### src/iscfp_pkg.sv
package iscfp_pkg;

	// Frame layout
	localparam logic [7:0] HEADER_BYTE = 8'h55;
	localparam logic [7:0] KIND_FIRST  = 8'h50;
	localparam logic [7:0] KIND_LAST   = 8'h59;
	localparam int unsigned FRAME_LEN   = 11;
	localparam int unsigned SUM_LEN     = 10;
	localparam int unsigned PAYLOAD_LEN = 8;

	localparam int unsigned POS_W     = 4;
	localparam int unsigned PAYLOAD_W = PAYLOAD_LEN * 8;

	// Frame status codes
	localparam logic [1:0] ST_OK       = 2'd0;
	localparam logic [1:0] ST_CHECKSUM = 2'd1;
	localparam logic [1:0] ST_KIND     = 2'd2;

	// One completed frame, as handed from the assembler to the output register.
	typedef struct packed {
		logic                 valid;
		logic [1:0]           status;
		logic [3:0]           kind;
		logic [PAYLOAD_W-1:0] payload;
	} frame_res_t;

endpackage

### src/iscfp_asm.sv
module iscfp_asm (
	input  logic                     clk,
	input  logic                     arst_n,
	input  logic                     accept,
	input  logic [7:0]               rx_byte,
	output iscfp_pkg::frame_res_t    res
);

	logic [iscfp_pkg::POS_W-1:0]     pos_q;
	logic [7:0]                      sum_q;
	logic [7:0]                      kind_q;
	logic [iscfp_pkg::PAYLOAD_W-1:0] payload_q;

	logic                            at_start;
	logic                            at_end;
	logic                            kind_ok;
	logic [7:0]                      sum_next;
	logic [7:0]                      kind_off;

	assign at_start = (pos_q == '0) ||
		(pos_q >= iscfp_pkg::POS_W'(iscfp_pkg::FRAME_LEN));
	assign at_end   = (pos_q == iscfp_pkg::POS_W'(iscfp_pkg::SUM_LEN));
	assign sum_next = sum_q + rx_byte;
	assign kind_ok  = (kind_q >= iscfp_pkg::KIND_FIRST) && (kind_q <= iscfp_pkg::KIND_LAST);
	assign kind_off = kind_q - iscfp_pkg::KIND_FIRST;

	always_ff @(posedge clk or negedge arst_n) begin
		if (!arst_n) begin
			pos_q     <= '0;
			sum_q     <= '0;
			kind_q    <= '0;
			payload_q <= '0;
		end else if (accept) begin
			if (at_start) begin
				if (rx_byte == iscfp_pkg::HEADER_BYTE) begin
					pos_q     <= iscfp_pkg::POS_W'(1);
					sum_q     <= iscfp_pkg::HEADER_BYTE;
					kind_q    <= '0;
					payload_q <= '0;
				end else begin
					pos_q <= '0;
				end
			end else if (at_end) begin
				pos_q     <= '0;
				sum_q     <= '0;
				kind_q    <= '0;
				payload_q <= '0;
			end else begin
				if (pos_q == iscfp_pkg::POS_W'(1)) begin
					kind_q <= rx_byte;
				end
				// Payload bytes land in their own lane, frame byte 2 lowest.
				for (int i = 0; i < iscfp_pkg::PAYLOAD_LEN; i++) begin
					if (pos_q == iscfp_pkg::POS_W'(i + 2)) begin
						payload_q[i*8 +: 8] <= rx_byte;
					end
				end
				sum_q <= sum_next;
				pos_q <= pos_q + iscfp_pkg::POS_W'(1);
			end
		end
	end

	always_comb begin
		res.valid   = accept && at_end;
		res.payload = payload_q;
		res.kind    = kind_ok ? kind_off[3:0] : 4'd0;
		if (sum_q != rx_byte) begin
			res.status = iscfp_pkg::ST_CHECKSUM;
		end else if (!kind_ok) begin
			res.status = iscfp_pkg::ST_KIND;
		end else begin
			res.status = iscfp_pkg::ST_OK;
		end
	end

endmodule

### src/iscfp_out.sv
module iscfp_out (
	input  logic                              clk,
	input  logic                              arst_n,
	input  iscfp_pkg::frame_res_t             res,
	output logic                              room,
	output logic                              out_valid,
	input  logic                              out_ready,
	output logic [1:0]                        out_status,
	output logic [3:0]                        out_kind,
	output logic [iscfp_pkg::PAYLOAD_W-1:0]   out_payload
);

	logic                            valid_q;
	logic [1:0]                      status_q;
	logic [3:0]                      kind_q;
	logic [iscfp_pkg::PAYLOAD_W-1:0] payload_q;

	// The register can take a new frame when empty or when being drained now.
	assign room = !valid_q || out_ready;

	always_ff @(posedge clk or negedge arst_n) begin
		if (!arst_n) begin
			valid_q <= 1'b0;
		end else if (room) begin
			valid_q <= res.valid;
		end
	end

	always_ff @(posedge clk) begin
		if (room && res.valid) begin
			status_q  <= res.status;
			kind_q    <= res.kind;
			payload_q <= res.payload;
		end
	end

	assign out_valid   = valid_q;
	assign out_status  = status_q;
	assign out_kind    = kind_q;
	assign out_payload = payload_q;

endmodule

### src/imu_sum_checked_frame_parser.sv
// Channel   | Dir | Signals                            | Moves
// ----------+-----+------------------------------------+-------------------------------
// s_axis    | in  | tvalid, tready, tdata[7:0]         | one received serial byte
// m_axis    | out | tvalid, tready, tdata[63:0], tuser | one result per complete frame
//
// Each byte is handled in the cycle it is accepted; a new byte can be taken every clock while s_axis_tready is high.
// The eleventh byte of a frame produces a result in the output register in the cycle after it is accepted.
// s_axis_tready drops only while the output register holds a result that is not taken.
// Reset (arst_n low) clears the byte position, running sum and the output valid flag.
module imu_sum_checked_frame_parser (
	input  logic        clk,
	input  logic        arst_n,
	input  logic        s_axis_tvalid,
	output logic        s_axis_tready,
	input  logic [7:0]  s_axis_tdata,   // [7:0] rx_byte
	output logic        m_axis_tvalid,
	input  logic        m_axis_tready,
	output logic [63:0] m_axis_tdata,   // [63:0] frame_payload
	output logic [7:0]  m_axis_tuser    // [1:0] frame_status, [5:2] frame_kind, [7:6] zero
);

	// A transaction on the input side is one serial byte.
	logic                  in_accept;
	iscfp_pkg::frame_res_t res;
	logic                  room;
	logic [1:0]            out_status;
	logic [3:0]            out_kind;

	assign s_axis_tready = room;
	assign in_accept     = s_axis_tvalid && room;

	// The assembler keeps the byte position, running checksum, kind byte and
	// payload, and forms the result combinationally when the checksum byte arrives.
	iscfp_asm u_asm (
		.clk     (clk),
		.arst_n  (arst_n),
		.accept  (in_accept),
		.rx_byte (s_axis_tdata),
		.res     (res)
	);

	// The output register holds a finished frame until it is taken. Bytes keep
	// flowing while it is empty or being drained in the same cycle; while a
	// result waits unread, the input side waits with it.
	iscfp_out u_out (
		.clk         (clk),
		.arst_n      (arst_n),
		.res         (res),
		.room        (room),
		.out_valid   (m_axis_tvalid),
		.out_ready   (m_axis_tready),
		.out_status  (out_status),
		.out_kind    (out_kind),
		.out_payload (m_axis_tdata)
	);

	assign m_axis_tuser = {2'b00, out_kind, out_status};

`ifndef SYNTH
	// The input side only stalls while a result sits unread in the output register.
	assert property (@(posedge clk) disable iff (!arst_n)
		!s_axis_tready |-> (m_axis_tvalid && !m_axis_tready))
		else $error("input stalled without a pending result");

	// A new result appears only after a checksum byte was accepted.
	assert property (@(posedge clk) disable iff (!arst_n)
		$rose(m_axis_tvalid) |-> $past(res.valid))
		else $error("result appeared without a completed frame");

	// A frame marked accepted always carries an in-range kind index.
	assert property (@(posedge clk) disable iff (!arst_n)
		(m_axis_tvalid && out_status == iscfp_pkg::ST_OK) |-> (out_kind <= 4'd9))
		else $error("accepted frame with kind out of range");

	// Status never takes the unused code.
	assert property (@(posedge clk) disable iff (!arst_n)
		res.valid |-> (res.status == iscfp_pkg::ST_OK ||
			res.status == iscfp_pkg::ST_CHECKSUM || res.status == iscfp_pkg::ST_KIND))
		else $error("invalid frame status");
`endif

endmodule
### config.mk
export PLATFORM = sky130hd
export DESIGN_NAME = imu_sum_checked_frame_parser
export DESIGN_NICKNAME = d
export VERILOG_FILES = /design/src/iscfp_pkg.sv /design/src/iscfp_asm.sv /design/src/iscfp_out.sv /design/src/imu_sum_checked_frame_parser.sv
export SDC_FILE = /design/constraint.sdc
export NUM_CORES = 1
export LEC_CHECK = 0
export BUFFER_PORTS_ARGS = -buffer_cell sky130_fd_sc_hd__buf_2
export CORE_MARGIN = 3
export CORE_UTILIZATION = 60
export DETAILED_ROUTE_END_ITERATION = 7
export PLACE_DENSITY = 0.83
export SLEW_MARGIN = 40
export SYNTH_ARGS = -nofsm -noshare
export SYNTH_HDL_FRONTEND = slang
export SYNTH_HIERARCHICAL = 1
export SYNTH_SLANG_ARGS = --single-unit
export TNS_END_PERCENT = 10
### constraint.sdc
create_clock -name clk -period 4.51 [get_ports clk]
set_clock_uncertainty 0.05 [all_clocks]
set_input_delay 0.451 -clock clk [delete_from_list [all_inputs] [get_ports clk]]
set_output_delay 0.451 -clock clk [all_outputs]
set_load 0.1 [all_outputs]
---- After elaboration in Yosys (flattened, before gate mapping) ----
Cells that the tools add are included.
storage, ports and cells
  word-level logic and storage cells ...... 83
  input bits .............................. 12
  output and inout bits ................... 74
  bits in registers ....................... 155
operators by class
  magnitude comparators ................... 3
  add/sub/neg operators ................... 3
  eq/ne operators ......................... 13
  muxes and demuxes ....................... 22
  reduce and logical (&&, ||, !) cells .... 27
operators with widths
  cell                                                                   count
  64-bit 2-to-1 mux                                                      3
  8-bit 2-to-1 mux                                                       15
  3-bit AND reduction                                                    9
  3-bit nonzero test                                                     9
  4-bit by 3-bit equality test with 1-bit output, second input constant  4
  4-bit equality test, second input constant                             3
  8-bit adder                                                            1
  4-bit by 2-bit equality test with 1-bit output, second input constant  2
  8-bit by 7-bit equality test with 1-bit output, second input constant  1
  8-bit by 7-bit >= comparator with 1-bit output, second input constant  1
  8-bit by 7-bit <= comparator with 1-bit output, second input constant  1
  4-bit 2-to-1 mux                                                       2
  8-bit inequality test                                                  1
  4-bit by 1-bit adder with 4-bit output, second input constant          1
  4-bit by 1-bit equality test with 1-bit output, second input constant  1
  4-bit >= comparator, second input constant                             1
  1-bit logical AND                                                      4
  4-bit logical NOT                                                      1
  4-bit by 1-bit subtractor with 4-bit output, second input constant     1
  1-bit logical OR                                                       2
  2-bit 2-to-1 mux                                                       1
  2-bit inequality test, second input constant                           1
  2-bit AND reduction                                                    1
  1-bit logical NOT                                                      1
  1-bit 2-to-1 mux                                                       1

---- Longest topological paths before layout ----
Gate-level depths: netlist of run 1.
  depth in word-level cells ............... 5
  gate-level depth with buffers ........... 8
  depth with buffers taken out ............ 7

---- Cells and area by module ----
Netlist of run 1, hierarchy kept.
modules (own cells, without submodules)
  module                        cells each  times used  sequential area each (sq um)  area each (sq um)
  iscfp_asm                     300         1           2102.0                        3966.3
  iscfp_out                     74          1           2127.0                        2155.8
  imu_sum_checked_frame_parser  4           1           0.0                           25.0

---- Worst setup path after synthesis of run 1 ----
No wires, ideal clock.
  kind .................................... register to register
  start point ............................. register u_out.valid_q (netlist: u_out/out_valid)
  end point ............................... register u_asm/payload_q[0] (netlist bit)
  data arrival time ....................... 2.697 ns
  data required time ...................... 4.335 ns
  buffers on the path ..................... 1
  clock period less this slack ............ 2.872 ns
  library setup time ...................... 0.125 ns
  cell stages (with the launch flop) ...... 9
  setup slack ............................. 1.638 ns
  cells stage by stage .................... dfrtp_1 -> nand2b_4 -> and2_1 -> inv_1 -> a211oi_4 -> a41o_1 -> buf_6 -> o221ai_4 -> mux2_2
between the ends
  cells in the longest elaborated chain, start to end .. 4
ends and longest elaborated chain
  item                            line                                text
  start: declaration              iscfp_out.sv:13                     logic valid_q;
  start signal: assignment        iscfp_out.sv:25                     valid_q <= res.valid;
  1-bit logical NOT               iscfp_out.sv:19                     assign room = !valid_q || out_ready;
  1-bit logical OR                iscfp_out.sv:19
  net s_axis_tready               imu_sum_checked_frame_parser.sv:14  output logic s_axis_tready,
  1-bit logical AND               imu_sum_checked_frame_parser.sv:30  assign in_accept = s_axis_tvalid && room;
  net in_accept                   imu_sum_checked_frame_parser.sv:23  logic in_accept;
  3-bit AND reduction (no line)   -
  end signal: indexed assignment  iscfp_asm.sv:55                     payload_q[i*8 +: 8] <= rx_byte;
  end: declaration                iscfp_asm.sv:12                     logic [iscfp_pkg::PAYLOAD_W-1:0] payload_q;
The timed path passes the listed nets, and every way through them passes these cells.
A chain may end at the register's enable or synchronous reset.

---- Worst setup path after layout of run 1 ----
  start point ............................. register u_asm/pos_q[3] (netlist bit)
  end point ............................... register u_asm/payload_q[4] (netlist bit)
between the ends
  cells in the longest elaborated chain, start to end .. 4
  elaborated cells between the ends (all ways) .. 10
  classes of those cells .................. order compare: 1; eq/ne: 3; mux: 2; reduce/logical: 4
ends and longest elaborated chain
  item                                                                   line                              text
  start: declaration                                                     iscfp_asm.sv:9                    logic [iscfp_pkg::POS_W-1:0] pos_q;
  start signal: assignment                                               iscfp_asm.sv:36                   pos_q <= iscfp_pkg::POS_W'(1);
  start signal: assignment                                               iscfp_asm.sv:59                   pos_q <= pos_q + iscfp_pkg::POS_W'(1);
  4-bit >= comparator or 4-bit logical NOT (tied branches)               iscfp_asm.sv:21, iscfp_asm.sv:20
  1-bit logical OR                                                       iscfp_asm.sv:20                   assign at_start = (pos_q == '0) ||
  2-bit inequality test (no line) or 3-bit nonzero test (tied branches)  -
  3-bit AND reduction (no line)                                          -
Several ways; a longest one is shown, not always the timed one.

==> results of run 1 <==
-- sequential cells by signal, summed over array words and instances, names as in the netlist --
signal,cells
u_asm/pos_q,4
u_out/out_kind,4
u_asm/kind_q,8
u_out/out_payload,64
u_out/out_status,2
u_asm/sum_q,8
u_out/out_valid,1
u_asm/payload_q,64
-- metal layers --
layer	routed length, um	GRT usage [%]	part of all wire [%]
met1	4997	28.52	42
met3	679	6.442	5.8
met2	5842	34.09	50
met4	242	8.128	2.1
met5	0	0	0
-- how the worst max path moves through the flow --
| stage | endpoint |
|---|---|
| after floorplan | u_asm/payload_q[0]$_DFFE_PN0P_ |
| after global placement | u_asm/payload_q[15]$_DFFE_PN0P_ |
| after detailed placement | u_asm/payload_q[15]$_DFFE_PN0P_ |
| after CTS | u_out/out_payload[1]$_DFFE_PP_ |
| after global routing | u_asm/payload_q[4]$_DFFE_PN0P_ |
| final | u_asm/payload_q[4]$_DFFE_PN0P_ |
-- cells in the final DEF (no fill, tap or decap), types with 2 or more instances in the layout --
| master | instances |
|---|---|
| a22o_1 | 3 |
| inv_1 | 5 |
| nand2_1 | 12 |
| clkbuf_16 | 16 |
| o221ai_4 | 2 |
| xnor2_1 | 3 |
| nand3_1 | 2 |
| buf_2 | 82 |
| conb_1 | 2 |
| xor2_1 | 2 |
| ha_1 | 7 |
| clkinv_4 | 3 |
| or3_1 | 2 |
| clkinvlp_4 | 2 |
| a21oi_4 | 5 |
| and3_1 | 11 |
| a211oi_1 | 2 |
| and2_1 | 2 |
| mux2_2 | 67 |
| edfxtp_1 | 70 |
| inv_8 | 4 |
| nand2b_1 | 2 |
| inv_6 | 3 |
| a21oi_1 | 10 |
| dfrtp_1 | 85 |
| nor3_1 | 5 |
| a21o_1 | 4 |
| o21ai_0 | 11 |
| clkbuf_8 | 3 |
| mux2_4 | 5 |
| nor2_1 | 12 |
| o211ai_1 | 2 |
-- Yosys cell counts, drive strengths merged (4+ instances only) --
library cell,number,area [sq um]
dfrtp,85,2127
mux2,72,829.5
edfxtp,70,2102
a21oi,16,140.1
nand2,13,51.30
nor2,13,48.80
and3,11,68.82
buf,11,78.82
o21ai,11,55.05
clkbuf,8,30.03
ha,7,87.58
inv,5,18.77
nor3,5,25.02
a21o,4,30.03
-- metrics by stage --
stage | cell area, sq um | worst slack, ns
floorplan | 6151 | 1.638
global placement | 6634 | 1.825
detailed placement | 6651 | 1.836
CTS | 7222 | 1.834
global route | 7251 | 1.704
finish | 7251 | 1.828
-- logic make-up after synthesis --
logic type,after synthesis,synth area share [%]
AOI/OAI and AO/OA,52,7.450
other,1,0.06100
muxes,73,13.66
xor gates and xnor gates,5,0.7125
buffers and inverters,24,2.076
adders and majority gates,8,1.750
DFF,155,68.80
and+or+nand+nor,60,5.496
-- cell type report --
| class | count | area [sq um] | share of cell area [%] |
|---|---|---|---|
| multi-input cells | 200 | 1814 | 25.02 |
| clock inverters | 14 | 132.6 | 1.829 |
| well taps | 133 | 166.4 | 2.295 |
| flip-flops and latches | 155 | 4229 | 58.33 |
| repair buffers | 86 | 461.7 | 6.368 |
| clock buffers | 18 | 427.9 | 5.902 |
| inverters | 5 | 18.77 | 0.2588 |
-- power by group through the flow --
stage | Sequential (uW) | Combinational [uW] | Clock [uW]
2_1_floorplan | 2160 | 1150 | 0
3_3_place_gp | 2230 | 1310 | 0
3_5_place_dp | 2260 | 1380 | 0
4_1_cts | 2240 | 1400 | 1330
5_1_grt | 2300 | 1510 | 1390
6_report | 2250 | 1400 | 1310
-- repair_timing --
action,4_1_cts,5_1_grt
hold buffers,1,0
endpoints found under the hold margin,85,0
setup buffers,0,0
-- critical path, cell delays in order (launching register included) --
cell	delay, ns
dfrtp_1	0.84
nor4_4	0.11
a211oi_4	0.41
a41o_1	0.46
o221ai_4	0.31
mux2_4	0.38
==> metrics.txt, run 1 <==
Slew Viols, Final=0; final WL=11760 um; H-tree level count=4; clock share of power=26.5%; die area=0.01150 sq mm; layout cells sized above 1=42.68%; final worst-path cycle share=59.48%; share of the yosys chip area belonging to registers=68.80%; worst reg2reg setup slack=1.83 ns; CTS sink count=155; Syn Std Cell Area=0.006147 sq mm; Setup violations, final=0; minimum clock period=2.682 ns; switching part of the total power=32.86%; Final Wtd Congestion=0.8732; vias in the first global route=3484; Detailed Route Iter0 Violations=288; via count=3485; Resize count post-CTS=0; wire per inst=19.25 um; Leak=0.003032 uW; YS warnings=6; worst skew pair latency=0.52 ns; wire length of the first global-routing pass=18350 um; largest net degree at the start of global routing=86; Clk pin slew, worst setup/hold paths=0.07 ns; DP HPWL=7275 um; antenna viol nets, final=0; clk buf depth=2; fin cells=611; Critical Path RT=4.86 ns; Worst R2R End=u_asm/payload_q[4]$_DFFE_PN0P_; Psw=1631 uW; hold_sp=m_axis_tready; Max-cap violations=0; unrepaired setup endpoints after global routing=no; Filler Cell Count=596; Setup crit end kind=register; hold depth=3; Via density=5.704; # diodes=0; main flop type after synthesis=dfrtp_1; total core area=0.009864 sq mm; FP Rows=36; Hold EP=u_out/out_valid$_DFFE_PN0P_; total gr overflow=0; PD cells=684.7 mW/mm^2; critical path peak fanout=19; Gate power share=28.3%; worst hold slack=0.1642 ns; Die H=107.2 um; nets=485; R2R cell count=5; Worst setup SP type=register; initial core utilization=62.32%; post-synth cell types=55; Slew @ Worst Pin=0.7648 ns; R2R Path Start=u_asm/pos_q[3]$_DFFE_PN0P_; # IOs=86; Critical Path Source=u_asm/pos_q[3]$_DFFE_PN0P_; syn_area_per_cell=16.26 sq um; area grow syn2layout=17.95%; initial antenna violation count=0; Num CTS Buffers=17; internal power=3333 uW; Async SR Flop Fraction=54.84%; Residual DRC=0; Slew HR=49.01%; Seq cells post-synth=155; IO Port Bufs=83; Cells after DPL=577; status=complete, no violations; CTS tree=yes; Core Util, Final=73.50%; total negative setup slack=0 ns; Post-Synthesis Cells=378; Final Power=4964 uW; Pre-antenna DRT Iters=6; Setup CP Type=reg2reg; clk root buf=clkbuf_8; VDD IR max=0.3230 mV; Tot GR Track Use=21.58%; max frequency=372.8 MHz; die width=107.2 um; Post-synth EDFFs=70; worst min-delay path class=in2reg; Critical Path AT=3.04 ns; final hold vios=0; Seq pwr share=45.3%
(Power assumes the default switching activity.)
==> run 2, diff against run 1 <==
CORE_UTILIZATION = 57   (was 60)
PLACE_DENSITY = 0.79   (was 0.83)
clock period = 2.74 ns   (was 4.51 ns; I/O delays follow)
==> run 2 against run 1 <==
Via count up 0.37%. Largest cell class unchanged. Worst setup slack got worse by 1.6 ns. Utilization fell by 3.1 points. Wire length up 2.1%. Highest routed layer unchanged.
==> metrics.txt, run 2 (same netlist as run 1, synthesis figures left out) <==
Final Power=8327 uW (was 4964 uW); Filler Cell Count=671 (was 596); minimum clock period=2.496 ns; M2 GR Usage=33.62% (was 34.09%); area grow syn2layout=19.26% (was 17.95%); Detailed Route Iter0 Violations=207 (was 288); Setup CP Type=in2reg (was reg2reg); die width=109.9 um (was 107.2 um); status=complete, no violations (unchanged); Die H=109.9 um (was 107.2 um); Critical Path RT=3.08 ns (was 4.86 ns); R2R cell count=8 (was 5); Slew HR=53.31% (was 49.01%); Worst setup SP type=input port (was register); Slew @ Worst Pin=0.6910 ns (was 0.7648 ns); clk buf depth=2 (unchanged); total negative setup slack=0 ns (unchanged); unrepaired setup endpoints after global routing=no (unchanged); global-route met1 utilization=28.61% (was 28.52%); FP Rows=37 (was 36); final instance area=0.007331 sq mm (was 0.007251 sq mm); final hold vios=0 (unchanged); Clk pin slew, worst setup/hold paths=0.06 ns (was 0.07 ns); Residual DRC=0 (unchanged); H-tree level count=4 (unchanged); total core area=0.01042 sq mm (was 0.009864 sq mm); VDD IR max=0.4883 mV (was 0.3230 mV); via count=3498 (was 3485); worst min-delay path class=in2reg (unchanged); Pre-antenna DRT Iters=5 (was 6); initial core utilization=59.02% (was 62.32%); wire per inst=19.34 um (was 19.25 um); R2R Path Start=u_out/out_valid$_DFFE_PN0P_ (was u_asm/pos_q[3]$_DFFE_PN0P_); hold_sp=s_axis_tvalid (was m_axis_tready); Post-Place Cell Area=0.006719 sq mm (was 0.006651 sq mm); worst skew pair latency=0.51 ns (was 0.52 ns); Resize count post-CTS=0 (unchanged); met3 GRT Util=5.872% (was 6.442%); Setup crit end kind=register (unchanged); commonest non-fill, non-tap cell in the layout=dfrtp_1 (unchanged); Leak=0.003075 uW (was 0.003032 uW); CTS tree=yes (unchanged); wire length of the first global-routing pass=18920 um (was 18350 um); capture point of the critical path=u_asm/payload_q[54]$_DFFE_PN0P_ (was u_asm/payload_q[4]$_DFFE_PN0P_); antenna viol nets, final=0 (unchanged); layout cells sized above 1=42.68% (about the same); largest net degree at the start of global routing=49 (was 86); Tot GR Track Use=21.58% (about the same); worst reg2reg setup slack=0.25 ns (was 1.83 ns); Max-cap violations=0 (unchanged); CTS sink count=155 (unchanged); commonest cells after routing, fill and taps aside=84 x dfrtp_1, 82 x buf_2, 70 x edfxtp_1 (was 85 x dfrtp_1, 82 x buf_2, 70 x edfxtp_1); DP HPWL=7784 um (was 7275 um); IO Port Bufs=83 (unchanged); # IOs=86 (unchanged); final WL=12010 um (was 11760 um); vias in the first global route=3529 (was 3484); Setup violations, final=0 (unchanged); Slew Viols, Final=0 (unchanged); Critical Path Source=m_axis_tready (was u_asm/pos_q[3]$_DFFE_PN0P_); # diodes=0 (unchanged); setup bufs post-CTS=0 (unchanged); clk root buf=clkbuf_8 (unchanged); Num CTS Buffers=17 (unchanged); initial antenna violation count=0 (unchanged); max frequency=400.6 MHz; die area=0.01207 sq mm (was 0.01150 sq mm); grt peak-use layer=met2 (unchanged); PD cells=1136 mW/mm^2 (was 684.7 mW/mm^2); Via density=5.633 (was 5.704); nets=492 (was 485); Worst R2R End=u_asm/payload_q[54]$_DFFE_PN0P_ (was u_asm/payload_q[4]$_DFFE_PN0P_); Final Wtd Congestion=0.8788 (was 0.8732); Critical Path AT=2.84 ns (was 3.04 ns); fin cells=621 (was 611); final worst-path cycle share=91.11%; Cells after DPL=587 (was 577); critical path peak fanout=8 (was 19); total gr overflow=0 (unchanged)
run 2: changes by cell type in the layout (fill, tap and decap cells not counted), sizes merged:
cell         before  now
bufinv            0    3
inv              12    6
buf              84   91
clkinvlp          2    3
clkinv            5    4
dlygate4sd3       1    2
clkbuf           19   21
run 2: where the power goes:
group	switching (uW)	leakage [uW]	total [uW]	internal [uW]
clock network	861	0.000280	2290	1430
logic	1260	0.00112	2390	1130
registers	440	0.00167	3650	3210
total	2560	0.00307	8330	5770
run 2: critical path, cell delays in order:
cell,delay (ns)
dlygate4sd3_1,0.53
buf_2,0.10
nand2b_4,0.12
and2_1,0.21
inv_1,0.17
a211oi_4,0.34
a41oi_2,0.16
buf_4,0.26
a21oi_4,0.29
mux2_2,0.39
run 2: cell type report:
| type | instances | area (sq um) | share of cell area (%) |
|---|---|---|---|
| clock inverter | 11 | 142.6 | 1.946 |
| tap | 136 | 170.2 | 2.321 |
| sequential | 155 | 4230 | 57.71 |
| timing repair buffer | 93 | 523.0 | 7.134 |
| clock buffer | 21 | 449.2 | 6.127 |
| multi-input combinational | 200 | 1797 | 24.51 |
| inverter | 5 | 18.77 | 0.2560 |
run 2: timing repair:
item / CTS / global route
endpoints found under the setup margin: 0 / 0
hold endpoints to repair: 38 / 0
hold buffers: 2 / 0
run 2: per-stage QoR:
step	hold WS, ns	utilization (%)	worst slack, ns
2_1_floorplan	-0.07159	-	0.1504
6_report	0.1461	70.38	0.2435
5_1_grt	0.1403	70.38	0.1017
3_3_place_gp	0.2252	64.48	0.3424
3_5_place_dp	0.2326	64.50	0.2894
4_1_cts	0.1207	70.38	0.2657
run 2: how the worst min path moves through the flow:
stage	to	slack, ns	depth (start not counted)
floorplan	u_asm/kind_q[0]$_DFFE_PN0P_	-0.07	0
global route	u_asm/pos_q[2]$_DFFE_PN0P_	0.14	3
CTS	u_asm/pos_q[2]$_DFFE_PN0P_	0.12	3
detailed placement	u_asm/payload_q[60]$_DFFE_PN0P_	0.23	1
global placement	u_asm/payload_q[61]$_DFFE_PN0P_	0.23	1
finish	u_asm/pos_q[2]$_DFFE_PN0P_	0.15	3
run 2: routing by layer:
layer / wire length [um] / part of all wire (%)
met5: 0 / 0
met4: 327 / 2.7
met3: 756 / 6.3
met2: 5809 / 48
met1: 5119 / 43
